[config.mk]
export PLATFORM = sky130hd
export DESIGN_NAME = uct_child_selector_top_flat
export DESIGN_NICKNAME = d
export VERILOG_FILES = /design/src/hdl/ucs_pkg.sv /design/src/hdl/ucs_req_if.sv /design/src/hdl/ucs_rsp_if.sv /design/src/hdl/ucs_div.sv /design/src/hdl/ucs_sqrt.sv /design/src/hdl/uct_child_selector_top.sv /design/src/flat_wrapper.sv
export SDC_FILE = /design/constraint.sdc
export NUM_CORES = 2
export LEC_CHECK = 0
export ABC_AREA = 1
export BUFFER_PORTS_ARGS = -buffer_cell sky130_fd_sc_hd__buf_2
export CORE_ASPECT_RATIO = 1.4
export CORE_MARGIN = 2
export CORE_UTILIZATION = 55
export DETAILED_ROUTE_END_ITERATION = 8
export PLACE_DENSITY = 0.82
export SYNTH_ARGS = -nofsm -noshare
export SYNTH_HDL_FRONTEND = slang
export SYNTH_HIERARCHICAL = 1
export SYNTH_SLANG_ARGS = --single-unit
[constraint.sdc]
create_clock -name clk -period 17.29 [get_ports clk]
set_clock_uncertainty 0.15 [all_clocks]
set_input_delay 5.187 -clock clk [delete_from_list [all_inputs] [get_ports clk]]
set_output_delay 5.187 -clock clk [all_outputs]
set_load 0.02 [all_outputs]
[src/hdl/ucs_pkg.sv]
// Shared constants, types and sequencer states of the UCB1 child selector.
package ucs_pkg;

  localparam int CNT_W        = 20;
  localparam int WEIGHT_W     = 16;
  localparam int INDEX_W      = 8;
  localparam int SCORE_W      = 24;
  localparam int FRAC_W       = 20;
  localparam int DVD_W        = CNT_W + FRAC_W;
  localparam int DVS_W        = CNT_W + 1;
  localparam int ROOT_W       = 22;
  localparam int MANT_W       = 31;
  localparam int LOG_W        = 25;
  localparam int MUL_W        = 32;
  localparam int MAX_CHILDREN_DEF = 256;

  localparam logic [WEIGHT_W-1:0] WEIGHT_RST = 16'd23101;
  localparam logic [29:0]         LN2_Q30    = 30'd744261118;
  localparam logic [SCORE_W-1:0]  SCORE_MAX  = {SCORE_W{1'b1}};

  typedef enum logic [3:0] {
    ST_IDLE,
    ST_START,
    ST_EXPLOIT,
    ST_NORM,
    ST_SQ,
    ST_SQW,
    ST_LNMUL,
    ST_LNW,
    ST_RATIO,
    ST_ROOT,
    ST_EXMUL,
    ST_EXW,
    ST_SCORE,
    ST_EMIT
  } ucs_state_t;

endpackage

[src/hdl/ucs_req_if.sv]
// Request channel: one child of the node per request.
interface ucs_req_if;
  logic                         valid;
  logic                         ready;
  logic                         child_present;
  logic [ucs_pkg::CNT_W-1:0]    child_wins;
  logic [ucs_pkg::CNT_W-1:0]    child_visits;
  logic [ucs_pkg::CNT_W-1:0]    parent_visits;
  logic                         last_child;

  modport source (output valid, child_present, child_wins, child_visits,
                  parent_visits, last_child, input ready);
  modport sink (input valid, child_present, child_wins, child_visits,
                parent_visits, last_child, output ready);
endinterface

[src/hdl/ucs_rsp_if.sv]
// Response channel: the selected child of one set.
interface ucs_rsp_if;
  logic                         valid;
  logic                         ready;
  logic                         found;
  logic [ucs_pkg::INDEX_W-1:0]  best_index;
  logic [ucs_pkg::SCORE_W-1:0]  best_score;

  modport source (output valid, found, best_index, best_score, input ready);
  modport sink (input valid, found, best_index, best_score, output ready);
endinterface

[src/hdl/ucs_div.sv]
// Restoring divider, one quotient bit per cycle.
module ucs_div #(
  parameter int DVD_W = ucs_pkg::DVD_W,
  parameter int DVS_W = ucs_pkg::DVS_W
) (
  input  logic             clk,
  input  logic             rst,
  input  logic             start,
  input  logic [DVD_W-1:0] dividend,
  input  logic [DVS_W-1:0] divisor,
  output logic             done,
  output logic [DVD_W-1:0] quotient
);
  localparam int CW = $clog2(DVD_W + 1);

  logic [DVS_W-1:0] rem;
  logic [DVS_W-1:0] dvs;
  logic [DVD_W-1:0] q;
  logic [CW-1:0]    cnt;
  logic             busy;
  logic [DVS_W:0]   trial;

  assign trial    = {rem, q[DVD_W-1]};
  assign quotient = q;

  always_ff @(posedge clk) begin
    if (rst) begin
      busy <= 1'b0;
      done <= 1'b0;
      cnt  <= '0;
    end else begin
      done <= 1'b0;
      if (start) begin
        busy <= 1'b1;
        cnt  <= CW'(DVD_W);
        q    <= dividend;
        rem  <= '0;
        dvs  <= divisor;
      end else if (busy) begin
        if (trial >= {1'b0, dvs}) begin
          rem <= DVS_W'(trial - {1'b0, dvs});
          q   <= {q[DVD_W-2:0], 1'b1};
        end else begin
          rem <= trial[DVS_W-1:0];
          q   <= {q[DVD_W-2:0], 1'b0};
        end
        cnt <= cnt - 1'b1;
        if (cnt == CW'(1)) begin
          busy <= 1'b0;
          done <= 1'b1;
        end
      end
    end
  end
endmodule

[src/hdl/ucs_sqrt.sv]
// Digit-by-digit integer square root, one root bit per cycle.
module ucs_sqrt #(
  parameter int ROOT_W = ucs_pkg::ROOT_W
) (
  input  logic                clk,
  input  logic                rst,
  input  logic                start,
  input  logic [2*ROOT_W-1:0] radicand,
  output logic                done,
  output logic [ROOT_W-1:0]   root
);
  localparam int CW = $clog2(ROOT_W + 1);
  localparam int RW = ROOT_W + 4;

  logic [2*ROOT_W-1:0] x;
  logic [RW-1:0]       rem;
  logic [CW-1:0]       cnt;
  logic                busy;
  logic [RW-1:0]       sh;
  logic [RW-1:0]       trial;

  assign sh    = {rem[RW-3:0], x[2*ROOT_W-1 -: 2]};
  assign trial = RW'({root, 2'b01});

  always_ff @(posedge clk) begin
    if (rst) begin
      busy <= 1'b0;
      done <= 1'b0;
      cnt  <= '0;
    end else begin
      done <= 1'b0;
      if (start) begin
        busy <= 1'b1;
        cnt  <= CW'(ROOT_W);
        x    <= radicand;
        rem  <= '0;
        root <= '0;
      end else if (busy) begin
        x <= {x[2*ROOT_W-3:0], 2'b00};
        if (sh >= trial) begin
          rem  <= sh - trial;
          root <= {root[ROOT_W-2:0], 1'b1};
        end else begin
          rem  <= sh;
          root <= {root[ROOT_W-2:0], 1'b0};
        end
        cnt <= cnt - 1'b1;
        if (cnt == CW'(1)) begin
          busy <= 1'b0;
          done <= 1'b1;
        end
      end
    end
  end
endmodule

[src/hdl/uct_child_selector_top.sv]
// Top level of the UCB1 child selector: sequencer, shared multiplier, selection.
//
// Children of one node arrive on req, one request each; last_child closes the
// set and one response follows on rsp with the best child (found = 0 for an
// empty set). Scores are unsigned Q4.20, ties go to the later child.
// explore_weight is written through cfg_we / cfg_wdata while idle: the user
// must keep to this, the block itself does not enforce it.
//
// One request at a time: req.ready is high only while idle. A scored child is
// accepted and started, runs the exploit divide, normalizes the parent count,
// does 20 squaring rounds on the shared 32x32 multiplier, the ln2 multiply,
// the ratio divide, the square root, the weight multiply, compare and emit.
// A parent count of zero skips normalization and the squaring rounds. An
// absent or excess child goes straight from accept to emit. The response
// is registered in ST_EMIT, after ST_SCORE compares the last child's score.
//
// Reset clears the running set state and loads the default weight. The
// response is held in an output register; a stalled receiver holds the
// block only when the next set closes before that response is taken.
module uct_child_selector_top #(
  parameter int MAX_CHILDREN = ucs_pkg::MAX_CHILDREN_DEF
) (
  input  logic                         clk,
  input  logic                         rst,
  input  logic                         cfg_we,
  input  logic [ucs_pkg::WEIGHT_W-1:0] cfg_wdata,
  ucs_req_if.sink                      req,
  ucs_rsp_if.source                    rsp
);
  import ucs_pkg::*;

  localparam int CW = $clog2(MAX_CHILDREN + 1);

  ucs_state_t state, state_next;

  logic [WEIGHT_W-1:0] ew;
  logic                c_last;
  logic [CNT_W-1:0]    c_wins;
  logic [CNT_W-1:0]    c_visits;
  logic [CW-1:0]       count;
  logic [SCORE_W-1:0]  top_score;
  logic [INDEX_W-1:0]  top_index;
  logic                any_seen;
  logic [CNT_W-1:0]    pn;
  logic [4:0]          k;
  logic [MANT_W-1:0]   m;
  logic [FRAC_W-1:0]   frac;
  logic [4:0]          rnd;
  logic [SCORE_W-1:0]  exploit;
  logic [SCORE_W-1:0]  explore;
  logic [2*MUL_W-1:0]  prod;
  logic [MUL_W-1:0]    mul_a;
  logic [MUL_W-1:0]    mul_b;

  logic                div_start;
  logic [DVD_W-1:0]    div_dvd;
  logic                div_done;
  logic [DVD_W-1:0]    div_q;
  logic                sq_start;
  logic                sq_done;
  logic [ROOT_W-1:0]   sq_root;
  logic [SCORE_W:0]    sum;
  logic [SCORE_W-1:0]  score;
  logic [MUL_W-1:0]    sq_val;
  logic                emit_ok;
  logic                emit_fire;

  assign req.ready = (state == ST_IDLE);
  assign sq_val    = prod[2*MUL_W-3:MANT_W-1];
  assign sum       = {1'b0, exploit} + {1'b0, explore};
  assign score     = sum[SCORE_W] ? SCORE_MAX : sum[SCORE_W-1:0];
  assign emit_ok   = !rsp.valid || rsp.ready;
  assign emit_fire = (state == ST_EMIT) && c_last && emit_ok;

  ucs_div u_div (
    .clk      (clk),
    .rst      (rst),
    .start    (div_start),
    .dividend (div_dvd),
    .divisor  ({1'b0, c_visits} + DVS_W'(1)),
    .done     (div_done),
    .quotient (div_q)
  );

  ucs_sqrt u_sqrt (
    .clk      (clk),
    .rst      (rst),
    .start    (sq_start),
    .radicand ({div_q[SCORE_W-1:0], FRAC_W'(0)}),
    .done     (sq_done),
    .root     (sq_root)
  );

  always_ff @(posedge clk) begin
    if (rst) begin
      state <= ST_IDLE;
    end else begin
      state <= state_next;
    end
  end

  always_comb begin
    state_next = state;
    div_start  = 1'b0;
    div_dvd    = {c_wins, FRAC_W'(0)};
    sq_start   = 1'b0;
    mul_a      = MUL_W'(m);
    mul_b      = MUL_W'(m);
    unique case (state)
      ST_IDLE: begin
        if (req.valid) begin
          if (req.child_present && count < CW'(MAX_CHILDREN)) begin
            state_next = ST_START;
          end else begin
            state_next = ST_EMIT;
          end
        end
      end
      ST_START: begin
        div_start  = 1'b1;
        state_next = ST_EXPLOIT;
      end
      ST_EXPLOIT: begin
        if (div_done) begin
          state_next = (pn == '0) ? ST_LNMUL : ST_NORM;
        end
      end
      ST_NORM: begin
        if (pn[CNT_W-1]) begin
          state_next = ST_SQ;
        end
      end
      ST_SQ: begin
        state_next = ST_SQW;
      end
      ST_SQW: begin
        state_next = (rnd == 5'd1) ? ST_LNMUL : ST_SQ;
      end
      ST_LNMUL: begin
        mul_a      = MUL_W'({k, frac});
        mul_b      = MUL_W'(LN2_Q30);
        state_next = ST_LNW;
      end
      ST_LNW: begin
        div_start  = 1'b1;
        div_dvd    = DVD_W'(prod[SCORE_W+29:30]);
        state_next = ST_RATIO;
      end
      ST_RATIO: begin
        if (div_done) begin
          sq_start   = 1'b1;
          state_next = ST_ROOT;
        end
      end
      ST_ROOT: begin
        if (sq_done) begin
          state_next = ST_EXMUL;
        end
      end
      ST_EXMUL: begin
        mul_a      = MUL_W'(ew);
        mul_b      = MUL_W'(sq_root);
        state_next = ST_EXW;
      end
      ST_EXW: begin
        state_next = ST_SCORE;
      end
      ST_SCORE: begin
        state_next = ST_EMIT;
      end
      ST_EMIT: begin
        if (!c_last || emit_ok) begin
          state_next = ST_IDLE;
        end
      end
      default: begin
        state_next = ST_IDLE;
      end
    endcase
  end

  always_ff @(posedge clk) begin
    prod <= mul_a * mul_b;
    if (rst) begin
      ew        <= WEIGHT_RST;
      count     <= '0;
      top_score <= '0;
      top_index <= '0;
      any_seen  <= 1'b0;
      rsp.valid <= 1'b0;
    end else begin
      if (cfg_we) begin
        ew <= cfg_wdata;
      end
      if (rsp.valid && rsp.ready && !emit_fire) begin
        rsp.valid <= 1'b0;
      end
      unique case (state)
        ST_IDLE: begin
          if (req.valid) begin
            c_last   <= req.last_child;
            c_wins   <= req.child_wins;
            c_visits <= req.child_visits;
            pn       <= req.parent_visits;
            k        <= 5'd19;
            frac     <= '0;
            rnd      <= 5'd20;
          end
        end
        ST_EXPLOIT: begin
          if (div_done) begin
            exploit <= (|div_q[DVD_W-1:SCORE_W]) ? SCORE_MAX : div_q[SCORE_W-1:0];
            k       <= (pn == '0) ? 5'd0 : k;
          end
        end
        ST_NORM: begin
          if (pn[CNT_W-1]) begin
            m <= {pn, 11'b0};
          end else begin
            pn <= {pn[CNT_W-2:0], 1'b0};
            k  <= k - 5'd1;
          end
        end
        ST_SQW: begin
          rnd <= rnd - 5'd1;
          if (sq_val[MUL_W-1]) begin
            m    <= sq_val[MUL_W-1:1];
            frac <= {frac[FRAC_W-2:0], 1'b1};
          end else begin
            m    <= sq_val[MANT_W-1:0];
            frac <= {frac[FRAC_W-2:0], 1'b0};
          end
        end
        ST_EXW: begin
          explore <= prod[SCORE_W+13:14];
        end
        ST_SCORE: begin
          if (!any_seen || score >= top_score) begin
            top_score <= score;
            top_index <= INDEX_W'(count);
            any_seen  <= 1'b1;
          end
          count <= count + 1'b1;
        end
        ST_EMIT: begin
          if (c_last && emit_ok) begin
            rsp.valid      <= 1'b1;
            rsp.found      <= any_seen;
            rsp.best_index <= any_seen ? top_index : '0;
            rsp.best_score <= any_seen ? top_score : '0;
            count          <= '0;
            top_score      <= '0;
            top_index      <= '0;
            any_seen       <= 1'b0;
          end
        end
        default: begin
        end
      endcase
    end
  end
endmodule

[src/flat_wrapper.sv]
// flat-port wrapper written by rule: the top's interface ports become plain ports
module uct_child_selector_top_flat import ucs_pkg::*;
#(
  parameter int MAX_CHILDREN = ucs_pkg::MAX_CHILDREN_DEF
)
  (clk, rst, cfg_we, cfg_wdata, req_valid, req_child_present, req_child_wins, req_child_visits, req_parent_visits, req_last_child, req_ready, rsp_valid, rsp_found, rsp_best_index, rsp_best_score, rsp_ready);
  ucs_req_if req_i ();
  ucs_rsp_if rsp_i ();
  input  logic clk;
  input  logic rst;
  input  logic cfg_we;
  input  logic [ucs_pkg::WEIGHT_W-1:0] cfg_wdata;
  input wire logic [$bits(req_i.valid)-1:0] req_valid;
  input wire logic [$bits(req_i.child_present)-1:0] req_child_present;
  input wire logic [$bits(req_i.child_wins)-1:0] req_child_wins;
  input wire logic [$bits(req_i.child_visits)-1:0] req_child_visits;
  input wire logic [$bits(req_i.parent_visits)-1:0] req_parent_visits;
  input wire logic [$bits(req_i.last_child)-1:0] req_last_child;
  output wire logic [$bits(req_i.ready)-1:0] req_ready;
  output wire logic [$bits(rsp_i.valid)-1:0] rsp_valid;
  output wire logic [$bits(rsp_i.found)-1:0] rsp_found;
  output wire logic [$bits(rsp_i.best_index)-1:0] rsp_best_index;
  output wire logic [$bits(rsp_i.best_score)-1:0] rsp_best_score;
  input wire logic [$bits(rsp_i.ready)-1:0] rsp_ready;
  assign req_i.valid = req_valid;
  assign req_i.child_present = req_child_present;
  assign req_i.child_wins = req_child_wins;
  assign req_i.child_visits = req_child_visits;
  assign req_i.parent_visits = req_parent_visits;
  assign req_i.last_child = req_last_child;
  assign req_ready = req_i.ready;
  assign rsp_valid = rsp_i.valid;
  assign rsp_found = rsp_i.found;
  assign rsp_best_index = rsp_i.best_index;
  assign rsp_best_score = rsp_i.best_score;
  assign rsp_i.ready = rsp_ready;
  uct_child_selector_top #(.MAX_CHILDREN(MAX_CHILDREN)) u_core (.clk(clk), .rst(rst), .cfg_we(cfg_we), .cfg_wdata(cfg_wdata), .req(req_i), .rsp(rsp_i));
endmodule
==> flow_summary.html <==
<table>
<tr><th>Metric</th><th>Value</th></tr>
<tr><th colspan="2">Timing</th></tr>
<tr><td>Highest attainable clock frequency</td><td>92.53 MHz</td></tr>
<tr><td>RSZ-0062 raised after global routing</td><td>no</td></tr>
<tr><td>Actual slew at the worst max-slew pin</td><td>1.305 ns</td></tr>
<tr><td>Max Slew Vio Count</td><td>0</td></tr>
<tr><td>Number of hold-slack violations in the final timing report</td><td>0</td></tr>
<tr><td>Crit share post-route</td><td>62.51%</td></tr>
<tr><td>Worst relative slew slack</td><td>12.91%</td></tr>
<tr><td>Min cycle time layout</td><td>10.81 ns</td></tr>
<tr><td>Total negative slack</td><td>0 ns</td></tr>
<tr><td>Final worst setup slack</td><td>6.483 ns</td></tr>
<tr><td>Final setup vio count</td><td>0</td></tr>
<tr><th colspan="2">Detailed routing</th></tr>
<tr><td>Number of nets with antenna violations after detailed routing</td><td>0</td></tr>
<tr><td>Routed wire length</td><td>197900 um</td></tr>
<tr><td>Wirelength per Cell</td><td>24.07 um</td></tr>
<tr><td>Via density per instance</td><td>5.738</td></tr>
<tr><td>Drt first-iter violations</td><td>4860</td></tr>
<tr><td>Remaining routing DRC violations</td><td>0</td></tr>
<tr><td>Number of iterations in the first detailed-routing pass</td><td>7</td></tr>
<tr><td>Via count</td><td>47194</td></tr>
<tr><th colspan="2">Floorplan</th></tr>
<tr><td>Io pins</td><td>118</td></tr>
<tr><td>Total Die Area</td><td>0.1052 mm2</td></tr>
<tr><td>Die span in x</td><td>274.7 um</td></tr>
<tr><td>Row cnt</td><td>139</td></tr>
<tr><td>Starting density of the core</td><td>55.26%</td></tr>
<tr><td>Height of the die</td><td>382.9 um</td></tr>
<tr><td>Floorplan core area</td><td>0.1021 mm2</td></tr>
<tr><th colspan="2">Cells and area</th></tr>
<tr><td>Area Growth Syn to Fin</td><td>7.719%</td></tr>
<tr><td>Non-Filler Cell Area, Final</td><td>0.06076 mm2</td></tr>
<tr><td>Count of nets after finishing</td><td>8104</td></tr>
<tr><td>Fraction of final layout cells with drive strength greater than 1</td><td>6.949%</td></tr>
<tr><td>Final core occ</td><td>59.52%</td></tr>
<tr><td>FILL cells</td><td>8897</td></tr>
<tr><th colspan="2">Synth</th></tr>
<tr><td>Largest cells by area after synthesis</td><td>fa_1 (30%), edfxtp_1 (20%), nand2_1 (10%)</td></tr>
<tr><td>Yosys cell types</td><td>70</td></tr>
<tr><td>Number of enable-type register cells in the synthesized netlist</td><td>375</td></tr>
<tr><td>Share of Yosys cell area claimed by the top area cell type</td><td>29.67%</td></tr>
<tr><td>Synthesized area per cell</td><td>8.357 um2</td></tr>
<tr><td>Cell area after synthesis</td><td>0.05641 mm2</td></tr>
<tr><td>Count of synthesis-stage warnings from yosys</td><td>6</td></tr>
<tr><td>Number of storage elements in the synthesis netlist</td><td>501</td></tr>
<tr><td>Commonest register cell after synthesis</td><td>edfxtp_1</td></tr>
<tr><td>Commonest cells in the netlist</td><td>nand2_1 (1526), inv_1 (1495), fa_1 (836)</td></tr>
<tr><td>Share of flip-flops with an asynchronous set or reset after synthesis</td><td>0%</td></tr>
<tr><td>Sequential area share after synthesis</td><td>24.43%</td></tr>
<tr><td>Most repeated cell in the gate-level netlist after synthesis</td><td>nand2_1</td></tr>
<tr><td>Cell accounting for the most synthesized area</td><td>fa_1</td></tr>
<tr><td>Cells after synthesis</td><td>6750</td></tr>
<tr><th colspan="2">Flow run</th></tr>
<tr><td># Max-Cap Violations</td><td>0</td></tr>
<tr><th colspan="2">Clocking</th></tr>
<tr><td># resized after CTS</td><td>0</td></tr>
<tr><td>Clock slew seen by the registers of the worst setup and hold paths</td><td>0.06 ns</td></tr>
<tr><td>Library cell used as clock root buffer</td><td>clkbuf_16</td></tr>
<tr><td>Number of buffers on the longest clock path</td><td>3</td></tr>
<tr><td>Number of buffers created by CTS</td><td>56</td></tr>
<tr><td>Quantity of hold-fixing buffers added after cts</td><td>0</td></tr>
<tr><td>Number of levels in the clock H-tree</td><td>2</td></tr>
<tr><td>Clock latency of the later-clocked register in the worst-skew pair</td><td>0.65 ns</td></tr>
<tr><td>Clock Sinks</td><td>501</td></tr>
<tr><td>TritonCTS clock tree</td><td>yes</td></tr>
<tr><td>Setup repair bufs after CTS</td><td>0</td></tr>
<tr><th colspan="2">Worst setup path</th></tr>
<tr><td>Category of the critical setup timing path</td><td>reg2reg</td></tr>
<tr><td>CP max stage delay</td><td>0.99 ns</td></tr>
<tr><td>Setup crit end kind</td><td>flip-flop</td></tr>
<tr><td>Cell type group with the largest total delay on the critical path</td><td>adder cells</td></tr>
<tr><td>Peak fanout along the critical path</td><td>25</td></tr>
<tr><td>Arrival time at the worst endpoint</td><td>11.23 ns</td></tr>
<tr><td>CP max stage cell</td><td>nor2_2</td></tr>
<tr><td>Critical Path Most Common Cell</td><td>fa_1</td></tr>
<tr><td>Buffering stage count on the worst path with inverters included</td><td>4</td></tr>
<tr><td>Type of origin of the critical path</td><td>flip-flop</td></tr>
<tr><td>Req. time, crit path</td><td>17.71 ns</td></tr>
<tr><th colspan="2">Status</th></tr>
<tr><td>Run status</td><td>finished, final reports clean</td></tr>
<tr><th colspan="2">Placed design</th></tr>
<tr><td>HPWL reported at the end of detailed placement</td><td>155800 um</td></tr>
<tr><td>Global placer's final weighted congestion</td><td>1.069</td></tr>
<tr><td>Count of buffers inserted at the top-level ports</td><td>117</td></tr>
<tr><td>Total placed instance area</td><td>0.05870 mm2</td></tr>
<tr><td>Worst setup slack before clock tree synthesis</td><td>6.940 ns</td></tr>
<tr><th colspan="2">Global route</th></tr>
<tr><td>Antenna violations before repair</td><td>9</td></tr>
<tr><td>First-pass GRT wire length</td><td>293500 um</td></tr>
<tr><td>Vias in the first global route</td><td>49065</td></tr>
<tr><td>Largest net degree at the start of global routing</td><td>74</td></tr>
<tr><td>Global route overflow</td><td>0</td></tr>
<tr><td>GR Util All Layers</td><td>38.28%</td></tr>
<tr><th colspan="2">Hold path</th></tr>
<tr><td>Hold WC Path Type</td><td>reg2reg</td></tr>
</table>
## per-stage QoR
step / hold WS (ns) / cells
floorplan: 0.2355 / 6770
global placement: 0.2384 / 8112
detailed placement: 0.2387 / 8112
CTS: 0.2170 / 8218
global route: 0.2204 / 8219
finish: 0.2327 / 8225
## layout by cell type, fill, tap and decap left out, types with 16 or more instances in the layout
cell type,instances
nor3_1,33
nand2_2,29
nor4_1,17
nor2_2,42
buf_2,117
or2_2,16
clkbuf_16,58
inv_1,1495
clkinv_1,22
nand2_1,1525
nor2_1,823
buf_4,77
xnor2_1,22
o22ai_1,17
dfxtp_1,126
o21ai_0,136
conb_1,21
ha_1,354
o21a_1,21
a21oi_1,230
inv_2,27
xor2_1,63
edfxtp_1,375
nand3_1,118
nor2_4,16
fa_1,836
o21ai_1,24
nand3b_1,25
nand4_1,27
## metal layers
metal,up-vias,share of wire (%),track usage (%)
li1,20487,-,-
met1,22883,33,43.40
met2,2756,46,61.61
met3,1062,10,9.281
met4,6,10,30.51
met5,-,0.021,0
## cell type report
class | count | area [um2] | share of cell area (%)
clock buffers | 62 | 1466 | 2.413
diodes | 7 | 17.52 | 0.02883
flip-flops and latches | 501 | 13780 | 22.68
clock inverters | 44 | 585.6 | 0.9637
repair buffers | 194 | 1164 | 1.915
well taps | 1339 | 1675 | 2.757
multi-input cells | 4535 | 36270 | 59.70
inverters | 1543 | 5799 | 9.544
## worst register-to-register path: cells and delay by family, from the launching register on
| kind | cells | cell delay (ns) |
|---|---|---|
| buffers and inverters | 4 | 1.47 |
| and+or+nand+nor | 7 | 2.74 |
| adders and majority gates | 9 | 4.24 |
| xor gates and xnor gates | 1 | 0.18 |
| AOI/OAI and AO/OA | 6 | 1.50 |
| DFF | 1 | 0.49 |
## logic make-up (layout without fill, tap and decap cells)
| kind of cell | after synthesis | count (layout) | share of synthesized area [%] |
|---|---|---|---|
| adders and majority gates | 1190 | 1190 | 37.52 |
| AOI/OAI and AO/OA | 542 | 542 | 5.518 |
| other | 1 | 28 | 0.006648 |
| xor gates and xnor gates | 86 | 86 | 1.349 |
| DFF | 501 | 501 | 24.43 |
| and+or+nand+nor | 2696 | 2696 | 19.43 |
| buffers and inverters | 1734 | 1843 | 11.74 |
## path summary, 6_finish.rpt
| kind | slack (ns) | endpoint | start | cells after the start |
|---|---|---|---|---|
| worst max-delay path | 6.48 | u_core/prod[54]$_DFF_P_ | u_core/state[3]$_SDFFE_PP0P_ | 27 |
| worst min-delay path | 0.23 | u_core/explore[4]$_DFFE_PP_ | u_core/prod[18]$_DFF_P_ | 0 |
| worst max register to register | 6.48 | u_core/prod[54]$_DFF_P_ | u_core/state[3]$_SDFFE_PP0P_ | 27 |
| worst min register to register | 0.23 | u_core/explore[4]$_DFFE_PP_ | u_core/prod[18]$_DFF_P_ | 0 |
## flip-flops by register name, indices dropped and copies added, names as in the netlist, 21 cells and up
signal,count
u_core/u_div/rem,21
u_core/top_score,24
u_core/prod,48
u_core/u_sqrt/x,44
u_core/u_div/dvs,21
u_core/rsp.best_score,24
u_core/u_sqrt/rem,24
u_core/exploit,24
u_core/u_sqrt/root,22
u_core/explore,24
u_core/m,31
u_core/u_div/quotient,40
Power is left out: the tool's default activity adds up to more than one toggle a clock period on the data nets, which glitch-free logic cannot reach.
